**src/bcu_pkg.sv**
```systemverilog
`timescale 1ns / 1ps
package bcu_pkg;

  localparam int DW        = 32;
  localparam int DIV_STEPS = 32;
  localparam int LATENCY   = 77;

  localparam logic [1:0] REG_TEMP_CAL    = 2'd0;
  localparam logic [1:0] REG_PRESS_CAL_A = 2'd1;
  localparam logic [1:0] REG_PRESS_CAL_B = 2'd2;
  localparam logic [1:0] REG_OSS         = 2'd3;

  localparam logic [31:0] B5_OFFSET  = 32'd4000;
  localparam logic [31:0] X3_OFFSET  = 32'd32768;
  localparam logic [31:0] STEP_BASE  = 32'd50000;
  localparam logic [31:0] SIGN_BIT   = 32'h8000_0000;
  localparam logic [31:0] K_SQ       = 32'd3038;
  localparam logic [31:0] K_LIN      = 32'hFFFF_E343;
  localparam logic [31:0] K_ROUND    = 32'd3791;

  function automatic logic [31:0] sx16(input logic [15:0] v);
    sx16 = {{16{v[15]}}, v};
  endfunction

endpackage

```
**src/bcu_div.sv**
```systemverilog
`timescale 1ns / 1ps
module bcu_div import bcu_pkg::*; #(
  parameter int PW = 8
) (
  input  logic          clk,
  input  logic          rst_n,
  input  logic          in_valid,
  input  logic [DW-1:0] in_num,
  input  logic [DW-1:0] in_den,
  input  logic [PW-1:0] in_pay,
  output logic          out_valid,
  output logic [DW-1:0] out_quo,
  output logic [PW-1:0] out_pay
);

  logic          v_r   [1:DIV_STEPS];
  logic [DW-1:0] rem_r [1:DIV_STEPS];
  logic [DW-1:0] nq_r  [1:DIV_STEPS];
  logic [DW-1:0] den_r [1:DIV_STEPS];
  logic [PW-1:0] pay_r [1:DIV_STEPS];

  logic          v_s   [0:DIV_STEPS-1];
  logic [DW-1:0] rem_s [0:DIV_STEPS-1];
  logic [DW-1:0] nq_s  [0:DIV_STEPS-1];
  logic [DW-1:0] den_s [0:DIV_STEPS-1];
  logic [PW-1:0] pay_s [0:DIV_STEPS-1];

  always_comb begin
    v_s[0]   = in_valid;
    rem_s[0] = '0;
    nq_s[0]  = in_num;
    den_s[0] = in_den;
    pay_s[0] = in_pay;
    for (int i = 1; i < DIV_STEPS; i++) begin
      v_s[i]   = v_r[i];
      rem_s[i] = rem_r[i];
      nq_s[i]  = nq_r[i];
      den_s[i] = den_r[i];
      pay_s[i] = pay_r[i];
    end
  end

  for (genvar i = 0; i < DIV_STEPS; i++) begin : g_step
    logic [DW:0] trial;
    logic        ge;
    assign trial = {rem_s[i], nq_s[i][DW-1]};
    assign ge    = trial >= {1'b0, den_s[i]};

    always_ff @(posedge clk) begin
      if (!rst_n) begin
        v_r[i+1] <= 1'b0;
      end else begin
        v_r[i+1] <= v_s[i];
      end
      rem_r[i+1] <= ge ? DW'(trial - {1'b0, den_s[i]}) : trial[DW-1:0];
      nq_r[i+1]  <= {nq_s[i][DW-2:0], ge};
      den_r[i+1] <= den_s[i];
      pay_r[i+1] <= pay_s[i];
    end
  end

  assign out_valid = v_r[DIV_STEPS];
  assign out_quo   = nq_r[DIV_STEPS];
  assign out_pay   = pay_r[DIV_STEPS];

endmodule

```
**config.mk**
```make
export PLATFORM = sky130hd
export DESIGN_NAME = bcu_div
export DESIGN_NICKNAME = d
export VERILOG_FILES = /design/src/bcu_pkg.sv /design/src/bcu_div.sv
export SDC_FILE = /design/constraint.sdc
export NUM_CORES = 2
export LEC_CHECK = 0
export BUFFER_PORTS_ARGS = -buffer_cell sky130_fd_sc_hd__buf_2
export CAP_MARGIN = 40
export CORE_UTILIZATION = 30
export DETAILED_ROUTE_END_ITERATION = 16
export PLACE_DENSITY = 0.43
export SLEW_MARGIN = 40
export SYNTH_ARGS = -nofsm -noshare
export SYNTH_HDL_FRONTEND = slang
export SYNTH_SLANG_ARGS = --single-unit
```
**constraint.sdc**
```tcl
create_clock -name clk -period 4.72 [get_ports clk]
set_input_delay 0.236 -clock clk [delete_from_list [all_inputs] [get_ports clk]]
set_output_delay 0.236 -clock clk [all_outputs]
set_load 0.02 [all_outputs]
```
==> flow_metrics.py <==
metrics = {
    "sta": {
        "min_period_over_period_pct": 87.1,
        "hold_ws_ns": 0.143,
        "rsz0062_at_grt": "no",
        "period_needed_ns": 4.11,
        "report.final.setup_viol": 0,
        "tns_ns": 0,
        "fin_worst_skew_ns": 0.0482,
        "finalWorstSetupSlack_ns": 0.607,
        "slew_violations": 0,
        "worst_pin_slew_ns": 0.835,
        "hold_viol_final": 0,
        "fmax_ghz": 0.243,
        "max_slew_margin_pct": 43.8,
    },
    "critical_path": {
        "critPathLaunchType": "flip-flop",
        "worstSetupStartpoint": "den_r[0][801]",
        "cp_data_required_time_ns": 5.57,
        "reg2reg_depth": 14,
        "worstSetupPathType": "flip-flop to flip-flop",
        "endpoint": "rem_r[0][836]",
        "end_kind": "flip-flop",
        "reg2reg_from": "den_r[0][801]",
        "crit_arrival_ns": 4.96,
        "path_max_fanout": 21,
        "worstReg2RegEnd": "rem_r[0][836]",
        "rrSetupSlack_ns": 0.61,
    },
    "yosys": {
        "yosysSeqAreaShare_pct": 50.5,
        "syn_inst": 12967,
        "ys_seq_elements": 3296,
        "ys.flop_type": "dfxtp_1",
        "syn_area_mm2": 0.131,
        "avgSynthCellArea_um2": 10.1,
        "synth_edf_count": 0,
        "yosysUniqueCellTypes": 104,
        "yosysWarnings": 0,
        "synthesis.nets": 14066,
        "synth-async-reset-ratio_pct": 0,
    },
    "place": {
        "gp_congestion": 0.856,
        "dpl.hpwl_mm": 259,
        "io_buffers": 115,
        "dp_worst_setup_slack_ns": 0.716,
    },
    "global_routing": {
        "grt_max_degree": 62,
        "grt_pass1_vias": 87325,
        "antenna_found_initial": 13,
        "overflow": 0,
        "grt_usage_pct": 14.9,
        "grt_first_pass_wirelength_mm": 514,
    },
    "clocking": {
        "clk_latency_ns": 0.96,
        "cts-htree-levels": 5,
        "cts_tree": "done",
        "cts_buffers": 376,
        "postCtsSetupRepairBufs": 0,
        "path_clk_slew_ns": 0.06,
        "cts.sinks": 3296,
        "root_buffer": "clkbuf_16",
        "cts_buffer_depth": 4,
        "cts_resized": 0,
    },
    "detailed_routing": {
        "wl_mm": 335,
        "vias": 88943,
        "drtAntennaViolNets": 0,
        "viasPerCell": 4.59,
        "drc": 0,
        "routedWlPerCell_um": 17.3,
        "firstDrtPassIters": 6,
        "drt_iter0_drc": 4896,
    },
    "final_layout": {
        "nets": 14454,
        "area_delta_synth_final_pct": 16.9,
        "final_cell_mix": "3296 x dfxtp_1, 1216 x inv_1, 993 x ha_1",
        "layout_commonest_cell": "dfxtp_1",
        "drive_gt1_share_pct": 9.72,
        "fillCellCount": 43777,
    },
    "floorplanning": {
        "chipHeight_um": 662,
        "dieArea_mm2": 0.438,
        "start_util_pct": 30.2,
        "core_mm2": 0.432,
        "ioPinCount": 116,
        "die_w_um": 662,
        "rows": 241,
    },
    "power_and_ir_drop": {
        "p_sw_share_pct": 27.1,
        "power.switching_w": 0.0201,
        "sequentialPowerShare_pct": 42.0,
        "p_int_w": 0.0539,
        "max-vdd-ir-drop_mv": 0.304,
        "p_comb_share_pct": 16.3,
        "cellLeakagePower_nw": 70.4,
        "p_per_area_mw_per_mm2": 485,
        "clock_power_share_pct": 41.7,
    },
    "flow_run": {
        "drv_cap": 0,
    },
    "worst_hold_path": {
        "min_path_type": "input port to flip-flop",
    },
    "run_status": {
        "status": "completed",
    },
}
==> cells by family after synthesis <==
| kind of cell | after synthesis | share of synthesized area (%) |
|---|---|---|
| mux | 529 | 4.51 |
| buf+inv | 1555 | 4.70 |
| xor+xnor | 782 | 5.25 |
| flops | 3296 | 50.5 |
| compound gates | 3188 | 15.6 |
| fa+ha+maj | 1024 | 9.98 |
| simple gates | 2593 | 9.44 |
==> layer usage <==
metal / routed length, um / GRT usage [%] / up-vias / part of all wire, %
met5: 0 / 0 / - / 0
met4: 9310 / 4.36 / 0 / 2.8
met3: 13700 / 2.01 / 525 / 4.1
met2: 149000 / 24.2 / 1454 / 45
met1: 163000 / 20.6 / 41326 / 49
li1: - / - / 45638 / -
==> worst min path at each step <==
stage / start / to / cells past startpoint
5_1_grt: in_num[31] / rem_r[0][32] / 4
2_1_floorplan: in_den[0] / den_r[0][32] / 0
3_5_place_dp: nq_r[0][984] / nq_r[0][1017] / 0
3_3_place_gp: nq_r[0][217] / nq_r[0][250] / 0
4_1_cts: in_num[31] / rem_r[0][32] / 4
6_report: in_num[31] / rem_r[0][32] / 4
==> timing repair <==
item,CTS,global route
hold endpoints to repair,136,0
setup endpoints to repair,0,0
hold buffers,146,0
==> layout make-up <==
type / instances / area, um2 / share of cell area (%)
diodes: 6 / 15.0 / 0.00984
clock buffers: 508 / 10800 / 7.06
clock inverters: 182 / 2540 / 1.67
inverters: 1219 / 4580 / 3.00
multi-input cells: 8116 / 58700 / 38.5
flip-flops and latches: 3296 / 66000 / 43.2
well taps: 5710 / 7140 / 4.68
repair buffers: 346 / 2830 / 1.85
==> critical path, stage by stage (launching register included) <==
cell	delay, ns
dfxtp_1	0.37
inv_1	0.06
ha_1	0.29
nor2b_1	0.15
o31a_1	0.27
o31a_1	0.36
a221o_1	0.36
a31oi_1	0.39
o21ai_1	0.24
o31ai_1	0.56
a2bb2oi_4	0.17
buf_8	0.19
buf_8	0.17
buf_4	0.16
mux2_2	0.26
==> power groups by stage <==
| stage | combinational (W) | clock, W | sequential, W |
|---|---|---|---|
| after floorplan | 0.00943 | 0 | 0.0309 |
| after global placement | 0.0120 | 0 | 0.0318 |
| after detailed placement | 0.0119 | 0 | 0.0317 |
| after CTS | 0.0121 | 0.0321 | 0.0311 |
| after global routing | 0.0136 | 0.0331 | 0.0313 |
| final | 0.0121 | 0.0308 | 0.0311 |
==> cells in the mapped netlist (43+ instances only) <==
cell type | instances | area [um2]
and3_1 | 85 | 532
o211ai_1 | 43 | 323
clkbuf_1 | 218 | 818
nand4_1 | 165 | 1030
o21a_1 | 155 | 1160
o21ai_0 | 772 | 3860
mux2i_1 | 55 | 551
buf_4 | 49 | 368
a21o_1 | 506 | 3800
inv_1 | 1216 | 4560
a21boi_0 | 52 | 390
ha_1 | 994 | 12400
a31oi_1 | 121 | 757
nor3_1 | 125 | 626
xor2_1 | 331 | 2900
and2_1 | 71 | 444
buf_2 | 55 | 275
nand2b_1 | 122 | 763
nor2_1 | 595 | 2230
o21bai_1 | 113 | 848
o31ai_1 | 67 | 503
o31a_1 | 60 | 526
nand3_1 | 217 | 1090
dfxtp_1 | 3296 | 66000
nor4_1 | 47 | 294
xnor2_1 | 451 | 3950
mux2_1 | 121 | 1360
nor2b_1 | 138 | 863
a21oi_1 | 851 | 4260
nand2_1 | 865 | 3250
a211oi_1 | 84 | 631
mux2_2 | 353 | 3980
==> through the flow <==
stage | power, W | instances | util (%) | cell area (um2)
after floorplan | 0.0403 | 12967 | - | 131000
after global placement | 0.0437 | 18536 | 31.9 | 138000
after detailed placement | 0.0437 | 18540 | 31.9 | 138000
after CTS | 0.0753 | 19376 | 35.3 | 153000
after global routing | 0.0780 | 19378 | 35.3 | 153000
final | 0.0739 | 19383 | 35.3 | 153000
==> registers in the layout, summed over array words and instances (netlist names) <==
| name | cells |
|---|---|
| den_r | 992 |
| nq_r | 1024 |
| pay_r | 256 |
| rem_r | 992 |
| v_r | 32 |
Note: power is estimated with default switching activity, not from simulation.
